`src/rtl/hpt_pkg.sv`:
```
// shared types and constants for the homogeneous point transform
// no dependencies
`timescale 1ns / 1ps
`default_nettype none

package hpt_pkg;

  localparam int WORD_WIDTH_DEF = 32;
  localparam int FRAC_BITS_DEF  = 16;
  localparam int MAT_DEPTH      = 16;
  localparam int COEF_AW        = 4;
  localparam int DIGIT_W        = 16;

  typedef enum logic {
    CMD_LOAD  = 1'b0,
    CMD_XFORM = 1'b1
  } cmd_t;

  typedef struct packed {
    logic               en;
    logic [COEF_AW-1:0] addr;
  } rd_req_t;

endpackage

`default_nettype wire

```
`src/rtl/hpt_ram.sv`:
```
// generic single-port-write, single-port-read ram with registered read
// no dependencies
`timescale 1ns / 1ps
`default_nettype none

module hpt_ram #(
  parameter int WIDTH = 32,
  parameter int DEPTH = 16,
  localparam int AW = (DEPTH > 1) ? $clog2(DEPTH) : 1
) (
  input  logic             clk,
  input  logic             we,
  input  logic [AW-1:0]    waddr,
  input  logic [WIDTH-1:0] wdata,
  input  logic             re,
  input  logic [AW-1:0]    raddr,
  output logic [WIDTH-1:0] rdata
);

  logic [WIDTH-1:0] mem [DEPTH];

  always_ff @(posedge clk) begin
    if (we) begin
      mem[waddr] <= wdata;
    end
    if (re) begin
      rdata <= mem[raddr];
    end
  end

endmodule

`default_nettype wire

```
`src/rtl/hpt_dot.sv`:
```
// row dot products of the matrix against (x, y, z, 1), one coefficient read per term
// depends on hpt_pkg; coefficients come from the matrix ram in the cycle after a read
`timescale 1ns / 1ps
`default_nettype none

module hpt_dot #(
  parameter int WORD_WIDTH = hpt_pkg::WORD_WIDTH_DEF,
  parameter int FRAC_BITS  = hpt_pkg::FRAC_BITS_DEF
) (
  input  logic                    clk,
  input  logic                    rst,
  input  logic                    start,
  input  logic [WORD_WIDTH-1:0]   px,
  input  logic [WORD_WIDTH-1:0]   py,
  input  logic [WORD_WIDTH-1:0]   pz,
  output hpt_pkg::rd_req_t        rd,
  input  logic [WORD_WIDTH-1:0]   coef,
  output logic                    done,
  output logic [4*WORD_WIDTH-1:0] t_vec
);

  localparam int W     = WORD_WIDTH;
  localparam int F     = FRAC_BITS;
  localparam int DW    = hpt_pkg::DIGIT_W;
  localparam int ACC_W = W + F;
  localparam int ND    = (W + DW - 1) / DW;
  localparam int BP    = ND * DW;
  localparam int PPW   = W + DW + 1;
  localparam int XW    = (PPW > ACC_W) ? PPW : ACC_W;
  localparam int DCW   = (ND > 1) ? $clog2(ND) : 1;

  typedef enum logic [1:0] {
    S_IDLE,
    S_READ,
    S_MUL,
    S_TRANS
  } state_t;

  state_t           state;
  logic [1:0]       row;
  logic [1:0]       term;
  logic [DCW-1:0]   digit;
  logic [ACC_W-1:0] acc;

  logic [W-1:0]          b_sel;
  logic signed [BP-1:0]  b_pad;
  logic [DW-1:0]         dig;
  logic signed [DW:0]    dig_ext;
  logic signed [PPW-1:0] pp;
  logic signed [XW-1:0]  pp_x;
  logic [XW-1:0]         pp_sh;
  logic [ACC_W-1:0]      acc_mul;
  logic [ACC_W-1:0]      acc_tr;

  always_comb begin
    case (term)
      2'd0:    b_sel = px;
      2'd1:    b_sel = py;
      default: b_sel = pz;
    endcase
  end

  // digits of the point coordinate, low ones unsigned, the top one signed
  assign b_pad   = BP'($signed(b_sel));
  assign dig     = b_pad[digit*DW +: DW];
  assign dig_ext = (digit == DCW'(ND - 1)) ? $signed({dig[DW-1], dig})
                                           : $signed({1'b0, dig});
  assign pp      = $signed(coef) * dig_ext;
  assign pp_x    = XW'(pp);
  assign pp_sh   = pp_x << (digit * DW);
  assign acc_mul = acc + pp_sh[ACC_W-1:0];
  assign acc_tr  = acc + {coef, {F{1'b0}}};

  assign rd.en   = (state == S_READ);
  assign rd.addr = {term, row};

  always_ff @(posedge clk) begin
    if (rst) begin
      state <= S_IDLE;
      done  <= 1'b0;
      row   <= '0;
      term  <= '0;
      digit <= '0;
    end else begin
      done <= 1'b0;
      case (state)
        S_IDLE: begin
          if (start) begin
            row   <= '0;
            term  <= '0;
            acc   <= '0;
            state <= S_READ;
          end
        end
        S_READ: begin
          digit <= '0;
          state <= (term == 2'd3) ? S_TRANS : S_MUL;
        end
        S_MUL: begin
          acc <= acc_mul;
          if (digit == DCW'(ND - 1)) begin
            term  <= term + 2'd1;
            state <= S_READ;
          end else begin
            digit <= digit + DCW'(1);
          end
        end
        S_TRANS: begin
          t_vec[row*W +: W] <= acc_tr[ACC_W-1:F];
          acc               <= '0;
          term              <= '0;
          if (row == 2'd3) begin
            done  <= 1'b1;
            state <= S_IDLE;
          end else begin
            row   <= row + 2'd1;
            state <= S_READ;
          end
        end
        default: state <= S_IDLE;
      endcase
    end
  end

endmodule

`default_nettype wire

```
`src/rtl/hpt_div.sv`:
```
// perspective divide: three restoring dividers by w sharing one bit counter
// depends on hpt_pkg for parameter defaults
`timescale 1ns / 1ps
`default_nettype none

module hpt_div #(
  parameter int WORD_WIDTH = hpt_pkg::WORD_WIDTH_DEF,
  parameter int FRAC_BITS  = hpt_pkg::FRAC_BITS_DEF
) (
  input  logic                    clk,
  input  logic                    rst,
  input  logic                    start,
  input  logic [4*WORD_WIDTH-1:0] t_vec,
  output logic                    done,
  output logic [3*WORD_WIDTH-1:0] q_vec,
  output logic                    w_zero
);

  localparam int W  = WORD_WIDTH;
  localparam int F  = FRAC_BITS;
  localparam int CW = $clog2(W);
  localparam logic [W-1:0] MAXP = {1'b0, {(W-1){1'b1}}};
  localparam logic [W-1:0] MINN = {1'b1, {(W-1){1'b0}}};

  typedef enum logic [1:0] {
    D_IDLE,
    D_RUN,
    D_FIN
  } state_t;

  state_t        state;
  logic [CW-1:0] cnt;
  logic [W-1:0]  dmag_r;
  logic          wz;

  logic [W-1:0] rem  [3];
  logic [W-1:0] low  [3];
  logic [W-1:0] quo  [3];
  logic         ovf  [3];
  logic         neg  [3];

  logic [W-1:0] d;
  logic [W-1:0] dmag;
  logic [W-1:0] nmag     [3];
  logic [W-1:0] hi_init  [3];
  logic [W-1:0] low_init [3];
  logic         ovf_init [3];
  logic [W:0]   rem2     [3];
  logic         ge       [3];
  logic [W:0]   diff     [3];
  logic [W-1:0] rem_next [3];
  logic [W-1:0] sat      [3];

  assign d    = t_vec[3*W +: W];
  assign dmag = d[W-1] ? (~d + W'(1)) : d;

  always_comb begin
    for (int k = 0; k < 3; k++) begin
      nmag[k]     = t_vec[k*W + W - 1] ? (~t_vec[k*W +: W] + W'(1)) : t_vec[k*W +: W];
      hi_init[k]  = nmag[k] >> (W - F);
      low_init[k] = nmag[k] << F;
      ovf_init[k] = (hi_init[k] >= dmag);
      rem2[k]     = {rem[k], low[k][W-1]};
      ge[k]       = (rem2[k] >= {1'b0, dmag_r});
      diff[k]     = rem2[k] - {1'b0, dmag_r};
      rem_next[k] = ge[k] ? diff[k][W-1:0] : rem2[k][W-1:0];
      if (neg[k]) begin
        sat[k] = (ovf[k] || (quo[k][W-1] && (|quo[k][W-2:0]))) ? MINN
                                                              : (~quo[k] + W'(1));
      end else begin
        sat[k] = (ovf[k] || quo[k][W-1]) ? MAXP : quo[k];
      end
    end
  end

  always_ff @(posedge clk) begin
    if (rst) begin
      state <= D_IDLE;
      done  <= 1'b0;
      cnt   <= '0;
    end else begin
      done <= 1'b0;
      case (state)
        D_IDLE: begin
          if (start) begin
            dmag_r <= dmag;
            wz     <= (d == '0);
            cnt    <= '0;
            for (int k = 0; k < 3; k++) begin
              rem[k] <= hi_init[k];
              low[k] <= low_init[k];
              quo[k] <= '0;
              ovf[k] <= ovf_init[k];
              neg[k] <= t_vec[k*W + W - 1] ^ d[W-1];
            end
            state <= (d == '0) ? D_FIN : D_RUN;
          end
        end
        D_RUN: begin
          for (int k = 0; k < 3; k++) begin
            rem[k] <= rem_next[k];
            low[k] <= low[k] << 1;
            quo[k] <= {quo[k][W-2:0], ge[k]};
          end
          if (cnt == CW'(W - 1)) begin
            state <= D_FIN;
          end else begin
            cnt <= cnt + CW'(1);
          end
        end
        D_FIN: begin
          for (int k = 0; k < 3; k++) begin
            q_vec[k*W +: W] <= wz ? '0 : sat[k];
          end
          w_zero <= wz;
          done   <= 1'b1;
          state  <= D_IDLE;
        end
        default: state <= D_IDLE;
      endcase
    end
  end

endmodule

`default_nettype wire

```
`src/rtl/homogeneous_point_transform_unit.sv`:
```
// top level of the homogeneous point transform: stream ports, matrix ram, sequencing
// depends on hpt_pkg, hpt_ram, hpt_dot and hpt_div
//
// usage:
//   s_* carries words in: s_tuser selects the command. a load word (s_tuser = 0)
//   writes coef_value into matrix position coef_index and gives no output word.
//   a transform word (s_tuser = 1) brings a point (x, y, z) with implied w = 1.
//   m_* returns one word per transform: the projected x, y, z in q16.16 and, in
//   m_tuser, a flag set when w was zero (coordinates then zero).
//   a load is written on accept and the unit stays idle. a transform runs the
//   matrix ram read and the digit multiplier of the shared multiply-accumulate,
//   with ND = ceil(W/16) digits where W is WORD_WIDTH, for the row dot products,
//   then the bit-serial divide by w. a zero w skips the divide.
//   one transform is in work at a time; s_tready is high only while idle.
//   a finished result sits in the output register, so a stalled receiver does not
//   hold off the next word; a second result waits until the register frees.
//   reset empties the output register and marks every coefficient as zero.
`timescale 1ns / 1ps
`default_nettype none

module homogeneous_point_transform_unit #(
  parameter int WORD_WIDTH = hpt_pkg::WORD_WIDTH_DEF,
  parameter int FRAC_BITS  = hpt_pkg::FRAC_BITS_DEF,
  localparam int IN_DW  = ((hpt_pkg::COEF_AW + 4*WORD_WIDTH + 7) / 8) * 8,
  localparam int OUT_DW = ((3*WORD_WIDTH + 7) / 8) * 8
) (
  input  logic              clk,
  input  logic              rst,
  input  logic              s_tvalid,
  output logic              s_tready,
  input  logic [IN_DW-1:0]  s_tdata,   // coef_index, coef_value, in_x, in_y, in_z
  input  logic              s_tuser,   // command
  output logic              m_tvalid,
  input  logic              m_tready,
  output logic [OUT_DW-1:0] m_tdata,   // out_x, out_y, out_z
  output logic              m_tuser    // w_zero
);

  localparam int W  = WORD_WIDTH;
  localparam int AW = hpt_pkg::COEF_AW;

  typedef enum logic [1:0] {
    T_IDLE,
    T_DOT,
    T_DIV,
    T_HOLD
  } state_t;

  state_t state;
  logic   dot_start;
  logic   div_start;

  logic [AW-1:0] coef_index;
  logic [W-1:0]  coef_value;
  logic          s_accept;
  logic          load_we;
  logic          xform;
  logic          out_free;
  logic          out_load;

  logic [W-1:0]            px;
  logic [W-1:0]            py;
  logic [W-1:0]            pz;
  logic [hpt_pkg::MAT_DEPTH-1:0] coef_vld;
  logic                    rd_vld;
  logic [W-1:0]            rdata;
  logic [W-1:0]            coef;
  hpt_pkg::rd_req_t        rd;
  logic                    dot_done;
  logic [4*W-1:0]          t_vec;
  logic                    div_done;
  logic [3*W-1:0]          q_vec;
  logic                    w_zero;

  assign coef_index = s_tdata[AW-1:0];
  assign coef_value = s_tdata[AW +: W];
  assign s_tready   = (state == T_IDLE);
  assign s_accept   = s_tvalid && s_tready;
  assign load_we    = s_accept && (hpt_pkg::cmd_t'(s_tuser) == hpt_pkg::CMD_LOAD);
  assign xform      = s_accept && (hpt_pkg::cmd_t'(s_tuser) == hpt_pkg::CMD_XFORM);
  assign out_free   = !m_tvalid || m_tready;
  assign out_load   = out_free && (((state == T_DIV) && div_done) || (state == T_HOLD));
  assign coef       = rd_vld ? rdata : '0;

  hpt_ram #(
    .WIDTH (W),
    .DEPTH (hpt_pkg::MAT_DEPTH)
  ) u_mat_ram (
    .clk   (clk),
    .we    (load_we),
    .waddr (coef_index),
    .wdata (coef_value),
    .re    (rd.en),
    .raddr (rd.addr),
    .rdata (rdata)
  );

  // unwritten coefficients read as zero
  always_ff @(posedge clk) begin
    if (rst) begin
      coef_vld <= '0;
      rd_vld   <= 1'b0;
    end else begin
      if (load_we) begin
        coef_vld[coef_index] <= 1'b1;
      end
      if (rd.en) begin
        rd_vld <= coef_vld[rd.addr];
      end
    end
  end

  always_ff @(posedge clk) begin
    if (xform) begin
      px <= s_tdata[AW + W +: W];
      py <= s_tdata[AW + 2*W +: W];
      pz <= s_tdata[AW + 3*W +: W];
    end
  end

  hpt_dot #(
    .WORD_WIDTH (W),
    .FRAC_BITS  (FRAC_BITS)
  ) u_dot (
    .clk   (clk),
    .rst   (rst),
    .start (dot_start),
    .px    (px),
    .py    (py),
    .pz    (pz),
    .rd    (rd),
    .coef  (coef),
    .done  (dot_done),
    .t_vec (t_vec)
  );

  hpt_div #(
    .WORD_WIDTH (W),
    .FRAC_BITS  (FRAC_BITS)
  ) u_div (
    .clk    (clk),
    .rst    (rst),
    .start  (div_start),
    .t_vec  (t_vec),
    .done   (div_done),
    .q_vec  (q_vec),
    .w_zero (w_zero)
  );

  always_ff @(posedge clk) begin
    if (rst) begin
      state     <= T_IDLE;
      dot_start <= 1'b0;
      div_start <= 1'b0;
      m_tvalid  <= 1'b0;
    end else begin
      dot_start <= 1'b0;
      div_start <= 1'b0;
      m_tvalid  <= out_load || (m_tvalid && !m_tready);
      case (state)
        T_IDLE: begin
          if (xform) begin
            dot_start <= 1'b1;
            state     <= T_DOT;
          end
        end
        T_DOT: begin
          if (dot_done) begin
            div_start <= 1'b1;
            state     <= T_DIV;
          end
        end
        T_DIV: begin
          if (div_done) begin
            if (out_free) begin
              m_tdata  <= OUT_DW'(q_vec);
              m_tuser  <= w_zero;
              state    <= T_IDLE;
            end else begin
              state <= T_HOLD;
            end
          end
        end
        T_HOLD: begin
          if (out_free) begin
            m_tdata  <= OUT_DW'(q_vec);
            m_tuser  <= w_zero;
            state    <= T_IDLE;
          end
        end
        default: state <= T_IDLE;
      endcase
    end
  end

endmodule

`default_nettype wire

```
`config.mk`:
```
export PLATFORM = sky130hd
export DESIGN_NAME = homogeneous_point_transform_unit
export DESIGN_NICKNAME = d
export VERILOG_FILES = /design/src/rtl/hpt_pkg.sv /design/src/rtl/hpt_ram.sv /design/src/rtl/hpt_dot.sv /design/src/rtl/hpt_div.sv /design/src/rtl/homogeneous_point_transform_unit.sv
export SDC_FILE = /design/constraint.sdc
export NUM_CORES = 2
export LEC_CHECK = 0
export ABC_AREA = 1
export BUFFER_PORTS_ARGS = -buffer_cell sky130_fd_sc_hd__buf_2
export CORE_MARGIN = 3
export CORE_UTILIZATION = 57
export CTS_BUF_LIST = sky130_fd_sc_hd__clkbuf_16
export CTS_CLUSTER_SIZE = 10
export DETAILED_ROUTE_END_ITERATION = 6
export HOLD_SLACK_MARGIN = 0.15
export PLACE_DENSITY = 0.74
export SLEW_MARGIN = 20
export SYNTH_ARGS = -nofsm -noshare
export SYNTH_HDL_FRONTEND = slang
export SYNTH_SLANG_ARGS = --single-unit
```
`constraint.sdc`:
```
create_clock -name clk -period 21.4 [get_ports clk]
set_input_delay 4.28 -clock clk [delete_from_list [all_inputs] [get_ports clk]]
set_output_delay 4.28 -clock clk [all_outputs]
set_load 0.005 [all_outputs]
```
Word-level counts from Yosys, hierarchy flattened
Memories as Yosys holds them, arrays and structs flattened. A register that Yosys moved wholly into a read port is not among the register bits. Cells that the tools add are included.

Add/sub/neg operators: 17. Multipliers: 1. Magnitude comparators: 9. Equal/unequal tests: 22. Shift operators: 4. Multiplexer cells: 79. Bitwise operators: 25. Reductions and logical operators: 48.

Operator list (number): 32-bit 2-to-1 mux (23); 32-bit by 1-bit adder with 32-bit output, second input constant (7); 32-bit inverter (7); 96-bit 2-to-1 mux (2); 96-bit case mux with 2 select lines (1); 48-bit case mux with 3 select lines (1); 128-bit bitwise mux (1); 32-bit by 34-bit variable shift with 128-bit output, first input constant (1); 32-bit by 34-bit variable part select with 128-bit output (1); 33-bit by 32-bit greater-or-equal comparator with 1-bit output (3); 48-bit adder (2); 16-bit by 32-bit greater-or-equal comparator with 1-bit output (3); 32-bit subtractor (3); 31-bit 2-to-1 mux (3); 31-bit OR reduction (3); 32-bit case mux with 2 select lines (1); 32-bit by 17-bit multiplier with 49-bit output (1); 49-bit by 5-bit << shifter with 48-bit output (1); 48-bit 2-to-1 mux (1); 7-bit negation with 34-bit output (1); 32-bit logical NOT (1); 32-bit by 6-bit variable part select with 16-bit output (1); 2-bit 2-to-1 mux (13); 1-bit 2-to-1 mux (20); other kinds (33) (104).

Flip-flop bits (word level): 537. Bits in writable memories: 803. Input bits: 141. Logic and storage cells: 236. Memories kept: 6.

Memory list: u_mat_ram.mem (depth 16, width 32, read ports 1, clocked after Yosys merged registers in 1, write ports 1, line hpt_ram.sv:20) `logic [WIDTH-1:0] mem [DEPTH];`; u_div.quo (depth 3, width 32, read ports 3, clocked after Yosys merged registers in 0, write ports 3, line hpt_div.sv:38) `logic [W-1:0] quo [3];`; u_div.rem (depth 3, width 32, read ports 3, clocked after Yosys merged registers in 0, write ports 3, line hpt_div.sv:36) `logic [W-1:0] rem [3];`; u_div.low (depth 3, width 31, read ports 3, clocked after Yosys merged registers in 0, write ports 3, line hpt_div.sv:37) `logic [W-1:0] low [3];`; u_div.neg (depth 3, width 1, read ports 3, clocked after Yosys merged registers in 0, write ports 3, line hpt_div.sv:40) `logic neg [3];`; u_div.ovf (depth 3, width 1, read ports 3, clocked after Yosys merged registers in 0, write ports 3, line hpt_div.sv:39) `logic ovf [3];`.

Depth between registers and ports, before layout
Word-level depth: 8. Gate-level depth with buffers: 54. Depth with buffers taken out: 47.

Hierarchy
Synthesis repeated with hierarchy kept, for this count alone.

Cells, all modules: 10575. Area total of the unflattened synthesis: 92025.8 µm².

Modules (own cells, without submodules): hpt_dot (instances 1, cells each 4077, area an instance 32177.1 µm², seq. area each 5445.2 µm²); hpt_div (instances 1, cells each 3975, area an instance 29723.5 µm², seq. area each 11451.0 µm²); hpt_ram (instances 1, cells each 2120, area an instance 23050.9 µm², seq. area each 16335.7 µm²); homogeneous_point_transform_unit (instances 1, cells each 403, area an instance 7074.3 µm², seq. area each 6236.0 µm²).

Least setup slack after synthesis
Ideal clock, no wire load.

Path type: in2reg. Start point: input port rst. End point: memory u_div.low[0][15] in the netlist's numbering, enable pin. Arrival: 16222 ps. Slack: 4257 ps. Stages: 3. Buffers on the path: 2. Cell sequence: clkbuf_1 -> clkbuf_1 -> a21oi_1.

RTL lines: start, declared (line homogeneous_point_transform_unit.sv:28) `input logic rst,`; end, declared (line hpt_div.sv:37).

Worst setup path after layout
Start point: register u_dot.term[1]. End point: register u_dot.acc[42] (data pin).

Cells in the longest elaborated chain, start to end: 8. Elaborated cells on any way between the ends: 9. Classes of those cells: 1 x add/sub; 1 x mul; 1 x eq/ne; 2 x shift; 3 x mux; 1 x reduce/logical.

Ends and longest elaborated chain: start, declared (line hpt_dot.sv:41) `logic [1:0] term;`; start signal, assigned (line hpt_dot.sv:102) `term <= term + 2'd1;`; 2-bit by 1-bit == test with 1-bit output or 2-bit logical NOT (tied branches) (line hpt_dot.sv:56) `case (term)`; 32-bit case mux with 2 select lines (*) (line hpt_dot.sv:56); 32-bit by 6-bit variable part select with 16-bit output (*) (line hpt_dot.sv:65) `assign dig = b_pad[digit*DW +: DW];`; 17-bit 2-to-1 mux (*) (line hpt_dot.sv:66) `assign dig_ext = (digit == DCW'(ND - 1)) ? $signed({dig[DW-1], dig})`; 32-bit by 17-bit multiplier with 49-bit output (*) (line hpt_dot.sv:68) `assign pp = $signed(coef) * dig_ext;`; 49-bit by 5-bit << shifter with 48-bit output (*) (line hpt_dot.sv:70) `assign pp_sh = pp_x << (digit * DW);`; 48-bit adder (*) (line hpt_dot.sv:71) `assign acc_mul = acc + pp_sh[ACC_W-1:0];`; 48-bit case mux with 3 select lines (*) (line hpt_dot.sv:86) `case (state)`; end signal, assigned (line hpt_dot.sv:100) `acc <= acc_mul;`; end, declared (line hpt_dot.sv:43) `logic [ACC_W-1:0] acc;`.

Mark *: on every way between the ends. The rest lies on a longest branch, timed or not. A chain may end at the register's enable or synchronous reset.

==> flow_summary.rst <==
.. list-table::
   :header-rows: 1

   * - Metric
     - Value
   * - Outcome
     - completed
   * - Die Y-Extent
     - around 400 um
   * - Register cell area after layout
     - about 40,000 um^2
   * - Aggregate negative setup slack
     - 0 ps
   * - Synth cell count leaders
     - 1,517 x nand2_1, 1,364 x nor2_1, 1,360 x inv_1
   * - Routed wirelength normalized by instance count
     - 20.66 um
   * - Shortest period the worst path allows
     - 12,680 ps
   * - Max capacitance violation total
     - 0
   * - RD Place Congestion
     - 1.017
   * - Number of antenna violations at the first check in global routing
     - 8
   * - Slowest stage cell, crit path
     - inv_1
   * - Post-synthesis area per instance
     - 9.298 um^2
   * - Worst Setup End Kind
     - flip-flop
   * - DIE WIDTH
     - 397.6 um
   * - Maximum count of clock buffers along a single path
     - 3
   * - First-iteration detailed-routing DRC count
     - 7,119
   * - Clock sinks
     - around 1,300
   * - Distinct cell type count after synthesis
     - 74
   * - Source-to-sink clock delay at the later pin of the worst-skew pair
     - 800 ps
   * - Clock Pin Slew Worst Setup and Hold Paths
     - 60 ps
   * - Setup slack at placement
     - 9111 ps
   * - Total via count in the routed design
     - between 60,000 and 70,000
   * - Top-Level Pins
     - 240
   * - Placeable core region
     - 152,100 um^2
   * - Area share of the leading cell type in the synthesized netlist
     - 44.28%
   * - Total standard cell area after synthesis
     - just under 90,000 um^2
   * - Drt total wl
     - roughly 240,000 um
   * - Delay of the slowest cell on the worst path
     - ~930 ps
   * - FF+latch count, synth
     - 1,327
   * - Initial core utilization
     - 57.48%
   * - # H-tree levels
     - 4
   * - Via count of the first global-routing pass
     - 67,010
   * - Total congestion overflow after global routing
     - 0
   * - Type of the tightest min-delay check
     - flip-flop to flip-flop
   * - Placed cell count
     - 11,400
   * - Worst slew margin
     - 13.43%
   * - CTS buffer count
     - 158
   * - Critical path data required time
     - 22,040 ps
   * - Maximum achievable frequency
     - between 70 and 80 MHz
   * - Area contributors post-synth
     - edfxtp_1 44%, fa_1 12%, nand2_1 6.5%
   * - Final std cells w/o fill
     - 11,630
   * - Critical path class
     - flip-flop to flip-flop
   * - Net count reported at finish
     - 10,550
   * - Final Hold Viols
     - 0
   * - Area of the die
     - about 160,000 um^2
   * - Post-CTS setup buffer count
     - 0
   * - Async set-reset flop share out of synthesis
     - 0%
   * - Most used DFF post-synth
     - edfxtp_1
   * - First-pass GRT wire length
     - 372,700 um
   * - Setup Skew
     - 42.69 ps
   * - Layout area overhead
     - 8.836%
   * - Post-cts resize count
     - 0
   * - Number of design rule violations left after detail routing
     - 0
   * - Cell accounting for the most synthesized area
     - edfxtp_1
   * - Routed Antenna Nets
     - 0
   * - Root Buffer
     - clkbuf_16
   * - All-Layer GR Usage
     - 30.27%
   * - Max-slew violation count
     - 0
   * - Largest net degree at the start of global routing
     - approximately 270
   * - Number of enable flip-flop cells after synthesis
     - 1,289
   * - Multi-input logic area
     - 41,540 um^2
   * - Cell with the most instances after synthesis
     - nand2_1
   * - Number of optimization iterations in the first detailed-route pass
     - 6
   * - Worst-path fanout max
     - 36
   * - CTS tree
     - built
   * - Critical path startpoint category
     - flip-flop
   * - Quantity of hold-fixing buffers added after cts
     - 0
   * - Syn_nets
     - 10,420
   * - Number of core rows
     - 143
   * - Period utilization
     - 59.23%
   * - Setup repair after global routing missed its margin
     - false
   * - Filler cells
     - 12,370
   * - Final-report setup violation count
     - 0
   * - Final critical-path setup slack
     - 8724 ps
   * - Slew at the pin closest to its max-slew limit
     - 1299 ps
   * - Arrival time at the worst endpoint
     - 13,320 ps
   * - Number of warnings printed during yosys synthesis
     - 0
   * - Sequential cell area fraction in the yosys report
     - a little under half
   * - Post-detail-place hpwl
     - approximately 170,000 um
   * - Per-cell via count in the routed design
     - 5.881
   * - Proportion of layout cells with a drive suffix above 1
     - 6.547%
   * - Synthesized instance count
     - between 9,000 and 10,000
   * - Input/output buffers
     - 235
critical path, delay by kind of cell (launching register included):
kind / cells / cell delay, ps
DFF: 1 / 310
buffers and inverters: 10 / 2630
and+or+nand+nor: 16 / 3860
AOI/OAI and AO/OA: 7 / 1150
adders and majority gates: 9 / 4480
worst paths after layout:
check             startpoint            end  slack, ps  depth (start not counted)
max            u_dot.term[1]  u_dot.acc[42]       8720                         42
max reg2reg    u_dot.term[1]  u_dot.acc[42]       8720                         42
min reg2reg  u_div.q_vec[47]    m_tdata[47]        410                          0
min          u_div.q_vec[47]    m_tdata[47]        410                          0
area by class of cell:
type                            instances  area share [%]
Antenna cell                            5         0.01315
Inverter                             1381           5.462
Timing Repair Buffer                  312           1.886
Clock inverter                         61          0.6351
Clock buffer                          159           4.182
Tap cell                             2030           2.669
Sequential cell                      1327           41.50
Multi-Input combinational cell       6352           43.66
routing by layer:
metal / GRT usage, % / share of wire [%] / vias to the layer above
li1: - / - / 31460
met1: 39.50 / 39 / 32900
met2: 49.14 / 47 / 3354
met3: 5.524 / 9.0 / 665
met4: 14.41 / 5.3 / 2
met5: 0 / 0.0054 / -
cell families after synthesis:
group           count (synthesis)  synth area share (%)
buf+inv                      1723                 7.551
fa+ha+maj                     879                 17.05
flops                        1327                 45.15
simple gates                 3644                 17.20
compound gates               1551                 10.27
xor+xnor                      277                 2.775
mux                             1               0.01145
placed cells by master, fill, tap and decap left out, types with 80 or more instances in the layout:
master / instances
a21oi_1: 441
buf_2: 235
clkbuf_16: 159
edfxtp_1: 1289
fa_1: 520
ha_1: 358
inv_1: 1382
nand2_1: 1517
nand3_1: 421
nor2_1: 1340
nor3_1: 121
o21ai_0: 678
o221ai_1: 103
xnor2_1: 80
xor2_1: 197
per-stage QoR:
step	cell area [um^2]	hold slack (ps)	util (%)
after detailed placement	90520	404.5	59.52
final	95150	413.6	62.56
after floorplan	87420	400.3	-
after global routing	95140	414.1	62.56
after CTS	95110	416.2	62.54
after global placement	90520	403.8	59.52
registers in the layout (all words and copies together), names as in the netlist, 5 cells and up:
register / flops
u_div.low: 48
u_div.dmag_r: 32
u_dot.t_vec: 128
u_div.cnt: 5
pz: 32
u_mat_ram.mem: 512
m_tdata: 96
u_mat_ram.rdata: 32
u_dot.acc: 48
u_div.quo: 96
u_div.rem: 96
u_div.q_vec: 96
px: 32
coef_vld: 16
py: 32
Power is left out: the tool's default activity adds up to more than one toggle a clock period on the data nets, which glitch-free logic cannot reach.
